`src/rtl/core/assert_macros.svh`:
```
// Assertion helpers shared by the RTL. Both sample on clk_i and are off while rst_ni is low.
`ifndef ASSERT_MACROS_SVH
`define ASSERT_MACROS_SVH

// The consequent must hold in the same cycle as the antecedent.
`define GCRO_ASSERT_NOW(lbl, ante, cons, msg) \
  lbl: assert property (@(posedge clk_i) disable iff (!rst_ni) (ante) |-> (cons)) \
    else $error(msg);

// The consequent must hold in the cycle after the antecedent.
`define GCRO_ASSERT_NEXT(lbl, ante, cons, msg) \
  lbl: assert property (@(posedge clk_i) disable iff (!rst_ni) (ante) |=> (cons)) \
    else $error(msg);

`endif

```
`src/rtl/core/gcro_pkg.sv`:
```
package gcro_pkg;

  localparam int HDG_W = 3;

  localparam logic [HDG_W-1:0] HDG_RIGHT      = 3'd0;
  localparam logic [HDG_W-1:0] HDG_RIGHT_UP   = 3'd1;
  localparam logic [HDG_W-1:0] HDG_UP         = 3'd2;
  localparam logic [HDG_W-1:0] HDG_LEFT_UP    = 3'd3;
  localparam logic [HDG_W-1:0] HDG_LEFT       = 3'd4;
  localparam logic [HDG_W-1:0] HDG_LEFT_DOWN  = 3'd5;
  localparam logic [HDG_W-1:0] HDG_DOWN       = 3'd6;
  localparam logic [HDG_W-1:0] HDG_RIGHT_DOWN = 3'd7;

  // Offsets from the lattice point stay within -3..+3, so a 3-bit signed value holds them.
  localparam int OFS_W    = 3;
  localparam int CORR_LEN = 49;
  localparam int CORR_IW  = 6;

  localparam logic signed [OFS_W-1:0] C0  = 3'sd0;
  localparam logic signed [OFS_W-1:0] CP1 = 3'sd1;
  localparam logic signed [OFS_W-1:0] CP2 = 3'sd2;
  localparam logic signed [OFS_W-1:0] CM1 = -3'sd1;
  localparam logic signed [OFS_W-1:0] CM2 = -3'sd2;

  // Rows run from offset y = +3 down to -3, columns from offset x = -3 up to +3.
  localparam logic signed [OFS_W-1:0] CORR_DX [CORR_LEN] = '{
    C0,  C0,  C0,  CP2, C0,  C0,  C0,
    C0,  C0,  CP2, CP2, CP1, C0,  C0,
    C0,  CP1, CP1, CP1, C0,  C0,  C0,
    CP1, CP1, CP1, C0,  C0,  CM1, CM1,
    C0,  C0,  C0,  CM1, CM1, CM2, C0,
    C0,  C0,  CM1, CM2, CM2, C0,  C0,
    C0,  C0,  C0,  CM2, C0,  C0,  C0
  };

  localparam logic signed [OFS_W-1:0] CORR_DY [CORR_LEN] = '{
    C0,  C0,  C0,  CM1, C0,  C0,  C0,
    C0,  C0,  C0,  CM1, CM2, C0,  C0,
    C0,  CP1, CP1, C0,  CM1, CM2, C0,
    CP2, CP1, CP1, C0,  CM1, CM2, CM2,
    C0,  CP2, CP1, C0,  C0,  CM1, C0,
    C0,  C0,  CP2, CP1, C0,  C0,  C0,
    C0,  C0,  C0,  CP1, C0,  C0,  C0
  };

  // Load enables of the five pipeline registers.
  typedef struct packed {
    logic s1;
    logic s2;
    logic s3;
    logic s4;
    logic s5;
  } gcro_ctl_t;

endpackage

```
`src/rtl/core/gcro_in_if.sv`:
```
interface gcro_in_if import gcro_pkg::*; #(
  parameter int COORD_BITS = 13
) ();
  logic                         valid;
  logic                         ready;
  logic signed [COORD_BITS-1:0] x_coord;
  logic signed [COORD_BITS-1:0] y_coord;
  logic        [HDG_W-1:0]      heading;

  modport source (output valid, output x_coord, output y_coord, output heading, input ready);
  modport sink   (input valid, input x_coord, input y_coord, input heading, output ready);
endinterface

```
`src/rtl/core/gcro_out_if.sv`:
```
interface gcro_out_if #(
  parameter int COORD_BITS = 13
) ();
  logic                       valid;
  logic                       ready;
  logic signed [COORD_BITS:0] x_rotated;
  logic signed [COORD_BITS:0] y_rotated;

  modport source (output valid, output x_rotated, output y_rotated, input ready);
  modport sink   (input valid, input x_rotated, input y_rotated, output ready);
endinterface

```
`src/rtl/core/gcro_div50.sv`:
```
// Floor division by 50 over two pipeline stages. A negative numerator n is folded to
// -n-1, which is its bitwise inverse, and floor(n/50) = -1 - floor((-n-1)/50) restores it.
module gcro_div50 import gcro_pkg::*; #(
  parameter int NUM_W = 17,
  parameter int QUO_W = 13
) (
  input  logic                    clk_i,
  input  gcro_ctl_t               ctl_i,
  input  logic signed [NUM_W-1:0] num_i,
  output logic signed [QUO_W-1:0] quo_o
);

  localparam int MAG_W = NUM_W - 1;
  localparam int SHIFT = MAG_W + 6;
  localparam int RCP_W = MAG_W + 1;
  localparam int PRD_W = MAG_W + RCP_W;
  localparam int Q0_W  = PRD_W - SHIFT;
  localparam int R50_W = MAG_W + 6;
  localparam logic [RCP_W-1:0] RECIP = RCP_W'((64'd1 << SHIFT) / 64'd50);
  localparam logic [R50_W-1:0] FIFTY = R50_W'(50);

  logic [MAG_W-1:0] mag;
  logic [PRD_W-1:0] prod;

  logic [Q0_W-1:0]  q0_q;
  logic [MAG_W-1:0] mag_q;
  logic             neg_q;

  logic [R50_W-1:0] q0_x50;
  logic [R50_W-1:0] rem;
  logic [Q0_W-1:0]  quo_mag;
  logic [QUO_W-1:0] quo_ext;
  logic [QUO_W-1:0] quo_d;
  logic [QUO_W-1:0] quo_q;

  assign mag  = num_i[NUM_W-1] ? ~num_i[MAG_W-1:0] : num_i[MAG_W-1:0];
  // The reciprocal estimate is at most one below the true quotient.
  assign prod = PRD_W'(mag) * PRD_W'(RECIP);

  always_ff @(posedge clk_i) begin
    if (ctl_i.s2) begin
      q0_q  <= prod[PRD_W-1:SHIFT];
      mag_q <= mag;
      neg_q <= num_i[NUM_W-1];
    end
  end

  always_comb begin
    q0_x50  = (R50_W'(q0_q) << 5) + (R50_W'(q0_q) << 4) + (R50_W'(q0_q) << 1);
    rem     = R50_W'(mag_q) - q0_x50;
    quo_mag = q0_q + Q0_W'(rem >= FIFTY);
    quo_ext = QUO_W'(quo_mag);
    quo_d   = neg_q ? ~quo_ext : quo_ext;
  end

  always_ff @(posedge clk_i) begin
    if (ctl_i.s3) begin
      quo_q <= quo_d;
    end
  end

  assign quo_o = $signed(quo_q);

endmodule

```
`src/rtl/core/gcro_snap.sv`:
```
// Offset from the lattice point, correction and heading selection (pipeline stages 4 and 5).
module gcro_snap import gcro_pkg::*; #(
  parameter int COORD_BITS = 13
) (
  input  logic                         clk_i,
  input  gcro_ctl_t                    ctl_i,
  input  logic signed [COORD_BITS-1:0] x_i,
  input  logic signed [COORD_BITS-1:0] y_i,
  input  logic        [HDG_W-1:0]      hdg_i,
  input  logic signed [COORD_BITS-1:0] a_i,
  input  logic signed [COORD_BITS-1:0] b_i,
  output logic signed [COORD_BITS:0]   x_rot_o,
  output logic signed [COORD_BITS:0]   y_rot_o
);

  localparam int EXT_W  = COORD_BITS + 4;
  localparam int BASE_W = COORD_BITS + 3;
  localparam int OUT_W  = COORD_BITS + 1;
  localparam logic signed [EXT_W-1:0] OFS_MAX = EXT_W'(3);
  localparam logic signed [EXT_W-1:0] OFS_MIN = -OFS_MAX;

  logic signed [EXT_W-1:0] ae, be, dx, dy;
  logic signed [OFS_W-1:0] ox_d, oy_d;

  logic signed [OFS_W-1:0]      ox_q, oy_q;
  logic signed [BASE_W-1:0]     pb_q, qb_q;
  logic signed [COORD_BITS-1:0] x4_q, y4_q;
  logic        [HDG_W-1:0]      h4_q;

  logic        [OFS_W-1:0]   row, col;
  logic        [CORR_IW-1:0] idx;
  logic signed [OFS_W-1:0]   cdx, cdy;
  logic signed [BASE_W-1:0]  p_full, q_full;
  logic signed [OUT_W-1:0]   p, q, xe, ye;
  logic signed [OUT_W-1:0]   rx_d, ry_d;
  logic signed [OUT_W-1:0]   rx_q, ry_q;

  always_comb begin
    ae = EXT_W'(a_i);
    be = EXT_W'(b_i);
    dx = EXT_W'(x_i) - ((ae <<< 1) + ae - (be <<< 2));
    dy = EXT_W'(y_i) - ((ae <<< 2) + (be <<< 1) + be);
    if (dx < OFS_MIN) begin
      ox_d = OFS_MIN[OFS_W-1:0];
    end else if (dx > OFS_MAX) begin
      ox_d = OFS_MAX[OFS_W-1:0];
    end else begin
      ox_d = dx[OFS_W-1:0];
    end
    if (dy < OFS_MIN) begin
      oy_d = OFS_MIN[OFS_W-1:0];
    end else if (dy > OFS_MAX) begin
      oy_d = OFS_MAX[OFS_W-1:0];
    end else begin
      oy_d = dy[OFS_W-1:0];
    end
  end

  always_ff @(posedge clk_i) begin
    if (ctl_i.s4) begin
      ox_q <= ox_d;
      oy_q <= oy_d;
      pb_q <= BASE_W'((ae <<< 2) + ae);
      qb_q <= BASE_W'((be <<< 2) + be);
      x4_q <= x_i;
      y4_q <= y_i;
      h4_q <= hdg_i;
    end
  end

  always_comb begin
    // Offsets are -3..+3, so the wrapped 3-bit sums give table row and column 0..6.
    row    = 3'd3 - oy_q;
    col    = ox_q + 3'd3;
    idx    = (CORR_IW'(row) << 3) - CORR_IW'(row) + CORR_IW'(col);
    cdx    = (idx < CORR_IW'(CORR_LEN)) ? CORR_DX[idx] : C0;
    cdy    = (idx < CORR_IW'(CORR_LEN)) ? CORR_DY[idx] : C0;
    p_full = pb_q + BASE_W'(ox_q) + BASE_W'(cdx);
    q_full = qb_q + BASE_W'(oy_q) + BASE_W'(cdy);
    p      = p_full[OUT_W-1:0];
    q      = q_full[OUT_W-1:0];
    xe     = OUT_W'(x4_q);
    ye     = OUT_W'(y4_q);
    unique case (h4_q)
      HDG_RIGHT:      begin rx_d = xe;  ry_d = ye;  end
      HDG_RIGHT_UP:   begin rx_d = -q;  ry_d = p;   end
      HDG_UP:         begin rx_d = -ye; ry_d = xe;  end
      HDG_LEFT_UP:    begin rx_d = -p;  ry_d = -q;  end
      HDG_LEFT:       begin rx_d = -xe; ry_d = -ye; end
      HDG_LEFT_DOWN:  begin rx_d = q;   ry_d = -p;  end
      HDG_DOWN:       begin rx_d = ye;  ry_d = -xe; end
      HDG_RIGHT_DOWN: begin rx_d = p;   ry_d = q;   end
      default:        begin rx_d = xe;  ry_d = ye;  end
    endcase
  end

  always_ff @(posedge clk_i) begin
    if (ctl_i.s5) begin
      rx_q <= rx_d;
      ry_q <= ry_d;
    end
  end

  assign x_rot_o = rx_q;
  assign y_rot_o = ry_q;

endmodule

```
`src/rtl/core/grid_coord_rotate_octant_top.sv`:
```
// Channel    Dir  Payload                          Transaction when
// in_ch_i    in   x_coord, y_coord, heading        valid && ready
// out_ch_o   out  x_rotated, y_rotated             valid && ready
//
// Five register stages: lattice sums, reciprocal multiply, quotient correction,
// lattice offset, table correction with heading select. A result is valid once the
// last stage holds it and is then offered on out_ch_o; one transaction per cycle is
// sustained while out_ch_o.ready stays high.
// A stage loads whenever it is empty or the stage after it moves, so a stalled output
// holds its result and bubbles upstream are still filled.
// Reset clears only the stage valid bits; the block is ready in the first cycle after it.
`include "assert_macros.svh"

module grid_coord_rotate_octant_top import gcro_pkg::*; #(
  parameter int COORD_BITS = 13
) (
  input  logic        clk_i,
  input  logic        rst_ni,
  gcro_in_if.sink     in_ch_i,
  gcro_out_if.source  out_ch_o
);

  localparam int NUM_W = COORD_BITS + 4;
  localparam int CHK_W = COORD_BITS + 8;
  localparam logic signed [NUM_W-1:0] ROUND = NUM_W'(25);
  localparam logic signed [CHK_W-1:0] CHK_ROUND = CHK_W'(25);
  localparam logic signed [CHK_W-1:0] CHK_FIFTY = CHK_W'(50);

  gcro_ctl_t  ctl;
  logic [4:0] vld_q;

  logic signed [NUM_W-1:0]      xe, ye, na_d, nb_d;
  logic signed [NUM_W-1:0]      na_q, nb_q;
  logic signed [COORD_BITS-1:0] x1_q, y1_q, x2_q, y2_q, x3_q, y3_q;
  logic        [HDG_W-1:0]      h1_q, h2_q, h3_q;
  logic signed [COORD_BITS-1:0] a_q, b_q;

  assign ctl.s5 = !vld_q[4] || out_ch_o.ready;
  assign ctl.s4 = !vld_q[3] || ctl.s5;
  assign ctl.s3 = !vld_q[2] || ctl.s4;
  assign ctl.s2 = !vld_q[1] || ctl.s3;
  assign ctl.s1 = !vld_q[0] || ctl.s2;

  assign in_ch_i.ready  = ctl.s1;
  assign out_ch_o.valid = vld_q[4];

  always_ff @(posedge clk_i or negedge rst_ni) begin
    if (!rst_ni) begin
      vld_q <= '0;
    end else begin
      if (ctl.s1) vld_q[0] <= in_ch_i.valid;
      if (ctl.s2) vld_q[1] <= vld_q[0];
      if (ctl.s3) vld_q[2] <= vld_q[1];
      if (ctl.s4) vld_q[3] <= vld_q[2];
      if (ctl.s5) vld_q[4] <= vld_q[3];
    end
  end

  always_comb begin
    xe   = NUM_W'(in_ch_i.x_coord);
    ye   = NUM_W'(in_ch_i.y_coord);
    na_d = (xe <<< 2) + (xe <<< 1) + (ye <<< 3) + ROUND;
    nb_d = (ye <<< 2) + (ye <<< 1) - (xe <<< 3) + ROUND;
  end

  always_ff @(posedge clk_i) begin
    if (ctl.s1) begin
      na_q <= na_d;
      nb_q <= nb_d;
      x1_q <= in_ch_i.x_coord;
      y1_q <= in_ch_i.y_coord;
      h1_q <= in_ch_i.heading;
    end
    if (ctl.s2) begin
      x2_q <= x1_q;
      y2_q <= y1_q;
      h2_q <= h1_q;
    end
    if (ctl.s3) begin
      x3_q <= x2_q;
      y3_q <= y2_q;
      h3_q <= h2_q;
    end
  end

  gcro_div50 #(
    .NUM_W (NUM_W),
    .QUO_W (COORD_BITS)
  ) u_div_a (
    .clk_i (clk_i),
    .ctl_i (ctl),
    .num_i (na_q),
    .quo_o (a_q)
  );

  gcro_div50 #(
    .NUM_W (NUM_W),
    .QUO_W (COORD_BITS)
  ) u_div_b (
    .clk_i (clk_i),
    .ctl_i (ctl),
    .num_i (nb_q),
    .quo_o (b_q)
  );

  gcro_snap #(
    .COORD_BITS (COORD_BITS)
  ) u_snap (
    .clk_i   (clk_i),
    .ctl_i   (ctl),
    .x_i     (x3_q),
    .y_i     (y3_q),
    .hdg_i   (h3_q),
    .a_i     (a_q),
    .b_i     (b_q),
    .x_rot_o (out_ch_o.x_rotated),
    .y_rot_o (out_ch_o.y_rotated)
  );

  // The remainders of both lattice divisions, rebuilt from the stage 3 coordinates.
  logic signed [CHK_W-1:0] cx, cy, ca, cb, rem_a, rem_b;

  always_comb begin
    cx    = CHK_W'(x3_q);
    cy    = CHK_W'(y3_q);
    ca    = CHK_W'(a_q);
    cb    = CHK_W'(b_q);
    rem_a = (cx <<< 2) + (cx <<< 1) + (cy <<< 3) + CHK_ROUND
            - ((ca <<< 5) + (ca <<< 4) + (ca <<< 1));
    rem_b = (cy <<< 2) + (cy <<< 1) - (cx <<< 3) + CHK_ROUND
            - ((cb <<< 5) + (cb <<< 4) + (cb <<< 1));
  end

  `GCRO_ASSERT_NOW(a_div_a_rem, vld_q[2], !rem_a[CHK_W-1] && (rem_a < CHK_FIFTY), "a quotient off")
  `GCRO_ASSERT_NOW(a_div_b_rem, vld_q[2], !rem_b[CHK_W-1] && (rem_b < CHK_FIFTY), "b quotient off")
  `GCRO_ASSERT_NEXT(a_s2_keep, vld_q[1] && !ctl.s3, vld_q[1], "stage 2 item lost in stall")
  `GCRO_ASSERT_NOW(a_full_block, (&vld_q) && !out_ch_o.ready, !in_ch_i.ready, "full pipe took input")

endmodule
```
`src/flat_wrapper.sv`:
```
// flat-port wrapper written by rule: the top's interface ports become plain ports
module grid_coord_rotate_octant_top_flat import gcro_pkg::*;
#(
  parameter int COORD_BITS = 13
)
  (clk_i, rst_ni, in_ch_i_valid, in_ch_i_x_coord, in_ch_i_y_coord, in_ch_i_heading, in_ch_i_ready, out_ch_o_valid, out_ch_o_x_rotated, out_ch_o_y_rotated, out_ch_o_ready);
  gcro_in_if #(.COORD_BITS(COORD_BITS)) in_ch_i_i ();
  gcro_out_if #(.COORD_BITS(COORD_BITS)) out_ch_o_i ();
  input  logic clk_i;
  input  logic rst_ni;
  input wire logic [$bits(in_ch_i_i.valid)-1:0] in_ch_i_valid;
  input wire logic [$bits(in_ch_i_i.x_coord)-1:0] in_ch_i_x_coord;
  input wire logic [$bits(in_ch_i_i.y_coord)-1:0] in_ch_i_y_coord;
  input wire logic [$bits(in_ch_i_i.heading)-1:0] in_ch_i_heading;
  output wire logic [$bits(in_ch_i_i.ready)-1:0] in_ch_i_ready;
  output wire logic [$bits(out_ch_o_i.valid)-1:0] out_ch_o_valid;
  output wire logic [$bits(out_ch_o_i.x_rotated)-1:0] out_ch_o_x_rotated;
  output wire logic [$bits(out_ch_o_i.y_rotated)-1:0] out_ch_o_y_rotated;
  input wire logic [$bits(out_ch_o_i.ready)-1:0] out_ch_o_ready;
  assign in_ch_i_i.valid = in_ch_i_valid;
  assign in_ch_i_i.x_coord = in_ch_i_x_coord;
  assign in_ch_i_i.y_coord = in_ch_i_y_coord;
  assign in_ch_i_i.heading = in_ch_i_heading;
  assign in_ch_i_ready = in_ch_i_i.ready;
  assign out_ch_o_valid = out_ch_o_i.valid;
  assign out_ch_o_x_rotated = out_ch_o_i.x_rotated;
  assign out_ch_o_y_rotated = out_ch_o_i.y_rotated;
  assign out_ch_o_i.ready = out_ch_o_ready;
  grid_coord_rotate_octant_top #(.COORD_BITS(COORD_BITS)) u_core (.clk_i(clk_i), .rst_ni(rst_ni), .in_ch_i(in_ch_i_i), .out_ch_o(out_ch_o_i));
endmodule
```
`config.mk`:
```
export PLATFORM = sky130hd
export DESIGN_NAME = grid_coord_rotate_octant_top_flat
export DESIGN_NICKNAME = d
export VERILOG_FILES = /design/src/rtl/core/gcro_pkg.sv /design/src/rtl/core/gcro_in_if.sv /design/src/rtl/core/gcro_out_if.sv /design/src/rtl/core/gcro_div50.sv /design/src/rtl/core/gcro_snap.sv /design/src/rtl/core/grid_coord_rotate_octant_top.sv /design/src/flat_wrapper.sv
export VERILOG_INCLUDE_DIRS = /design/src /design/src/rtl/core
export SDC_FILE = /design/constraint.sdc
export NUM_CORES = 2
export LEC_CHECK = 0
export ABC_AREA = 1
export BUFFER_PORTS_ARGS = -buffer_cell sky130_fd_sc_hd__buf_2
export CAP_MARGIN = 20
export CORE_ASPECT_RATIO = 1.2
export CORE_UTILIZATION = 40
export DETAILED_ROUTE_END_ITERATION = 8
export PLACE_DENSITY = 0.65
export SYNTH_ARGS = -nofsm -noshare
export SYNTH_HDL_FRONTEND = slang
export SYNTH_SLANG_ARGS = --single-unit
export TNS_END_PERCENT = 5
```
`constraint.sdc`:
```
create_clock -name clk_i -period 13.8 [get_ports clk_i]
set_clock_uncertainty 0.1 [all_clocks]
set_input_delay 2.07 -clock clk_i [delete_from_list [all_inputs] [get_ports clk_i]]
set_output_delay 2.07 -clock clk_i [all_outputs]
set_load 0.05 [all_outputs]
```
Yosys cells after proc, flatten, opt, wreduce, memory -nomap -nowiden
Memories as Yosys holds them, arrays and structs flattened.
Index checks and enable logic that the tools add are counted.
W data, S select, Z words.
{ "word_totals": {"ff_bits": 299, "rom_bits": 384, "out_inout_bits": 30, "memories": 2} }
{ "mem_list": {"columns": ["memory", "words", "word_bits", "read_ports", "rd_clocked_by_memory_dff", "write_ports", "line", "text"], "rows": [
  ["(name not given)", 64, 3, 1, 0, 0, "gcro_snap.sv:77", "cdy = (idx < CORR_IW'(CORR_LEN)) ? CORR_DY[idx] : C0;"],
  ["(name not given)", 64, 3, 1, 0, 0, "gcro_snap.sv:76", "cdx = (idx < CORR_IW'(CORR_LEN)) ? CORR_DX[idx] : C0;"]
]} }
{ "op_classes": {"add_sub_neg": 34, "n_mul": 2, "magnitude_cmp": 8, "eq_ne": 7, "n_mux": 14, "bitwise_logic": 5, "n_reduce_logical": 13} }
{ "ops": {"columns": ["cell", "count"], "rows": [
  ["$pmux W14 S8", 2],
  ["$mul A16 B16 Y32 const B", 2],
  ["$add A14 B3 Y14", 4],
  ["$add A15 B14 Y16", 3],
  ["$ge A22 B6 Y1 const B", 2],
  ["$sub A16 B18 Y19", 2],
  ["$add A17 B12 Y18", 2],
  ["$add A16 B15 Y17", 2],
  ["$add A17 B6 Y17 const B", 2],
  ["$gt A17 B3 Y1 const B", 2],
  ["$lt A17 B3 Y1 const B", 2],
  ["$mux W16", 2],
  ["$not A16 Y16", 2],
  ["$add A14 B13 Y14", 2],
  ["$neg A13 Y14", 2],
  ["$neg A14 Y14", 2],
  ["$not A11 Y13", 2],
  ["$mux W3", 8],
  ["$add A11 B1 Y11", 2],
  ["$mux W11", 2],
  ["$add A16 B13 Y17", 1],
  ["$add A16 B16 Y17", 1],
  ["$sub A13 B16 Y17", 1],
  ["$sub A13 B17 Y17", 1],
  ["17 further kinds", 30]
]} }

Logic depth before layout (Yosys ltp)
{ "depth": {"ltp_word": 11, "mapped_depth": 34, "ltp_nobuf": 34} }

Modules after synthesis
Synthesis repeated with hierarchy kept, for this count alone.
{ "hier_totals": {"hier_cells": 4018, "area_unflattened_um2": 35271.3} }
{ "by_module_without_submodules": {"columns": ["module", "instances", "cells_each", "area_per_inst_um2", "seq_area_each_um2"], "rows": [
  ["gcro_snap", 1, 1419, 11310.8, 2732.6],
  ["gcro_div50 at u_core.u_div_b", 1, 1057, 8947.3, 1171.1],
  ["gcro_div50 at u_core.u_div_a", 1, 1032, 8841.0, 1171.1],
  ["grid_coord_rotate_octant_top", 1, 510, 6172.2, 3638.5]
]} }

Least setup slack after synthesis
OpenSTA, ideal clock, no wires.
{ "synth_timing": {"path_type": "input-to-output", "startpoint": "input port out_ch_o_ready", "endpoint": "output port in_ch_i_ready", "arrival_ns": 7.061, "required_ns": 11.630, "slack_ns": 4.569, "path_stages": 8, "path_buffers": 0, "path_cell_list": "nor2_1 inv_1 nor2_1 inv_1 nor2_1 inv_1 nor2_1 nand2_1"} }
{ "synth_rtl": {"columns": ["item", "line", "text"], "rows": [
  ["start, declared", "flat_wrapper.sv:19", "input wire logic [$bits(out_ch_o_i.ready)-1:0] out_ch_o_ready;"],
  ["end, declared", "flat_wrapper.sv:15", "output wire logic [$bits(in_ch_i_i.ready)-1:0] in_ch_i_ready;"]
]} }

==> results_dict.tcl <==
set metrics [dict create \
    status "finished, violations left" \
    failed_checks "design-rule violations" \
    synth_cell_type_count 56 \
    finalSetupTns_ns 0 \
    grtUsageTotal_pct 18.8 \
    synth.largest_area_cell "edfxtp_1" \
    hp-class "reg2reg" \
    startpoint_type "input port" \
    core_area_mm2 0.0795 \
    fmax_ghz 0.133 \
    worst_setup_path_end_kind "output pin" \
    clock_sinks 291 \
    min_period_ns 7.51 \
    syn-instance-count 3408 \
    ys_async_sr_fraction_pct 1.72 \
    cts_hold_buf 0 \
    synth_top_cell_area_share_pct 26.6 \
    io_pins 63 \
    finalHoldViolCount 0 \
    grt_max_degree 66 \
    yosysMostFrequentCell "inv_1" \
    wl_per_cell_um 16.6 \
    synthTopCellsByArea "edfxtp_1 (27%), fa_1 (19%), ha_1 (18%), inv_1 (7.4%), nand2_1 (5.3%)" \
    drtIter0Drc 1314 \
    postCtsResizedCells 0 \
    die_w_um 261 \
    netlist_top_cells_count "inv_1 (635), ha_1 (462), nand2_1 (454)" \
    cts_root_buf "clkbuf_16" \
    clk_pin_slew_ns 0.06 \
    fin_cells 4526 \
    final_util_pct 43.8 \
    synth_fp_nets 4207 \
    ant_nets 0 \
    yosys_warnings 0 \
    synth_flop_cell "edfxtp_1" \
    synth_area_mm2 0.0322 \
    slew_headroom_pct 24.7 \
    synth_area_per_cell_um2 9.46 \
    dp_hpwl_mm 64.3 \
    cts_setup_buffers 0 \
    synth_edf_count 286 \
    grt_pass1_vias 24000 \
    grt.overflow.total 0 \
    max_stage_delay_ns 0.59 \
    finalWirelength_mm 75.0 \
    critPathMaxFanout 65 \
    area_growth_pct 7.88 \
    pre_cts_slack_ns 6.19 \
    dr.pass1.iters 9 \
    layout_setup_ws_ns 6.29 \
    rows 113 \
    setup_viol 0 \
    worstMarginPinSlew_ns 1.13 \
    required_ns 11.63 \
    cap_violations 0 \
    grt_pass1_wl_mm 122 \
    cts_max_level 1 \
    dp_cells 4472 \
    final_nets 4269 \
    numCtsBuffers 31 \
    die_area_mm2 0.0818 \
    avgViaCountPerCell 5.09 \
    routabilityCongestion 0.936 \
    worstSkewPairLatency_ns 0.59 \
    ys_seq_area_share_pct 27.0 \
    cts_buffer_depth 3 \
    chipHeight_um 313 \
    cp_slowest_cell "buf_4" \
    cts_tree "done" \
    port_buffers 62 \
    ys_ff_latch 291 \
    crit_path_cell_trace "buf_2 -> nor2_1 -> inv_1 -> buf_4 -> nor2_1 -> inv_2 -> buf_4 -> nor2_1 -> inv_2 -> buf_4 -> nor2_1 -> nand2_2 -> buf_4 -> buf_2" \
    vias 23000 \
    setup.worst_path.class "in2out" \
    slew_violations 0 \
    drc 3 \
    initial_core_util_pct 40.6 \
    period_share_pct 54.4 \
    crit_arrival_ns 5.34 \
    rsz0062_at_grt "no" \
    drive_above_1_share_pct 4.93 \
    antenna_found_initial 3 \
]
[kinds of logic (layout without fill, tap and decap cells)]
logic type      after synthesis  in the layout  share of synthesized area, %
simple gates                963            963                          12.7
buf+inv                     686            768                          8.00
compound gates              422            422                          7.73
other cells                   0              1                             0
fa+ha+maj                   766            766                          36.8
xor+xnor                    280            280                          7.73
flops                       291            291                          27.0
[layout make-up]
cell class / instances / area (µm²)
Timing Repair Buffer: 69 / 363
Fill cell: 7685 / 44700
Multi-Input combinational cell: 2431 / 21000
Tap cell: 1035 / 1290
Sequential cell: 291 / 8710
Clock inverter: 17 / 238
Inverter: 646 / 2430
Clock buffer: 36 / 795
Antenna cell: 1 / 2.50
[registers in the layout, indices dropped and copies added, names as in the netlist, 13 cells and up]
| name | flops |
|---|---|
| u_core.y3_q | 13 |
| u_core.u_snap.y_rot_o | 14 |
| u_core.u_snap.pb_q | 14 |
| u_core.u_snap.y4_q | 13 |
| u_core.u_div_a.mag_q | 15 |
| u_core.y1_q | 13 |
| u_core.x1_q | 13 |
| u_core.u_snap.x4_q | 13 |
| u_core.u_snap.qb_q | 14 |
| u_core.y2_q | 13 |
| u_core.u_div_b.mag_q | 15 |
| u_core.na_q | 15 |
| u_core.x2_q | 13 |
| u_core.u_snap.x_rot_o | 14 |
| u_core.nb_q | 15 |
| u_core.x3_q | 13 |
[metrics by stage]
step | hold slack (ns) | instance area (µm²)
floorplan | 0.300 | 32200
global placement | 0.302 | 33800
detailed placement | 0.305 | 33800
CTS | 0.318 | 34800
global route | 0.319 | 34800
finish | 0.315 | 34800
[placed cells by master, fill, tap and decap left out, types with 4 or more instances in the layout]
master and instances:
bufinv_16 5, buf_4 7, xor2_1 192, clkbuf_16 31, nand3_1 146, o2111ai_1 13
clkbuf_1 5, clkinv_1 6, nor2_1 236, ha_1 462, a221oi_1 11, clkinvlp_4 4
fa_1 304, or2_2 24, nor4_1 10, nand3b_1 4, nand4_1 37, o22ai_1 26
nor3_1 31, o21a_1 4, o211ai_1 16, o221ai_1 10, o21bai_1 16, a31oi_1 14
dfrtp_1 5, edfxtp_1 286, o21ai_0 89, a211oi_1 4, a21o_1 16, nand2_1 453
a21oi_1 167, buf_2 62, inv_2 9, xnor2_1 84, inv_1 632, o21ai_1 17
nor2_2 8
[worst max-delay path, delay by kind of cell]
family	cells	cell delay, ns
buf+inv	9	2.63
simple gates	5	0.55
[per-layer routing]
layer	track usage, %	share of wire (%)	up-vias	wire length [µm]
met5	0	0	-	0
met4	7.60	4.3	0	3190
met3	1.79	4.5	167	3390
met2	32.8	49	559	36400
met1	23.8	43	10900	32100
li1	-	-	11400	-
[path summary, 6_finish.rpt]
path / startpoint / endpoint / slack [ns] / cells past startpoint
min: u_core.y2_q[2] / u_core.y3_q[2] / 0.32 / 0
min in group asynchronous: rst_ni / u_core.vld_q[1] / 1.21 / 1
max: out_ch_o_ready / in_ch_i_ready / 6.29 / 14
max in group asynchronous: rst_ni / u_core.vld_q[0] / 12.24 / 1
max reg2reg: u_core.u_snap.oy_q[2] / u_core.u_snap.y_rot_o[13] / 7.13 / 27
min reg2reg: u_core.y2_q[2] / u_core.y3_q[2] / 0.32 / 0
Power is left out: the tool's default activity adds up to more than one toggle a clock period on the data nets, which glitch-free logic cannot reach.
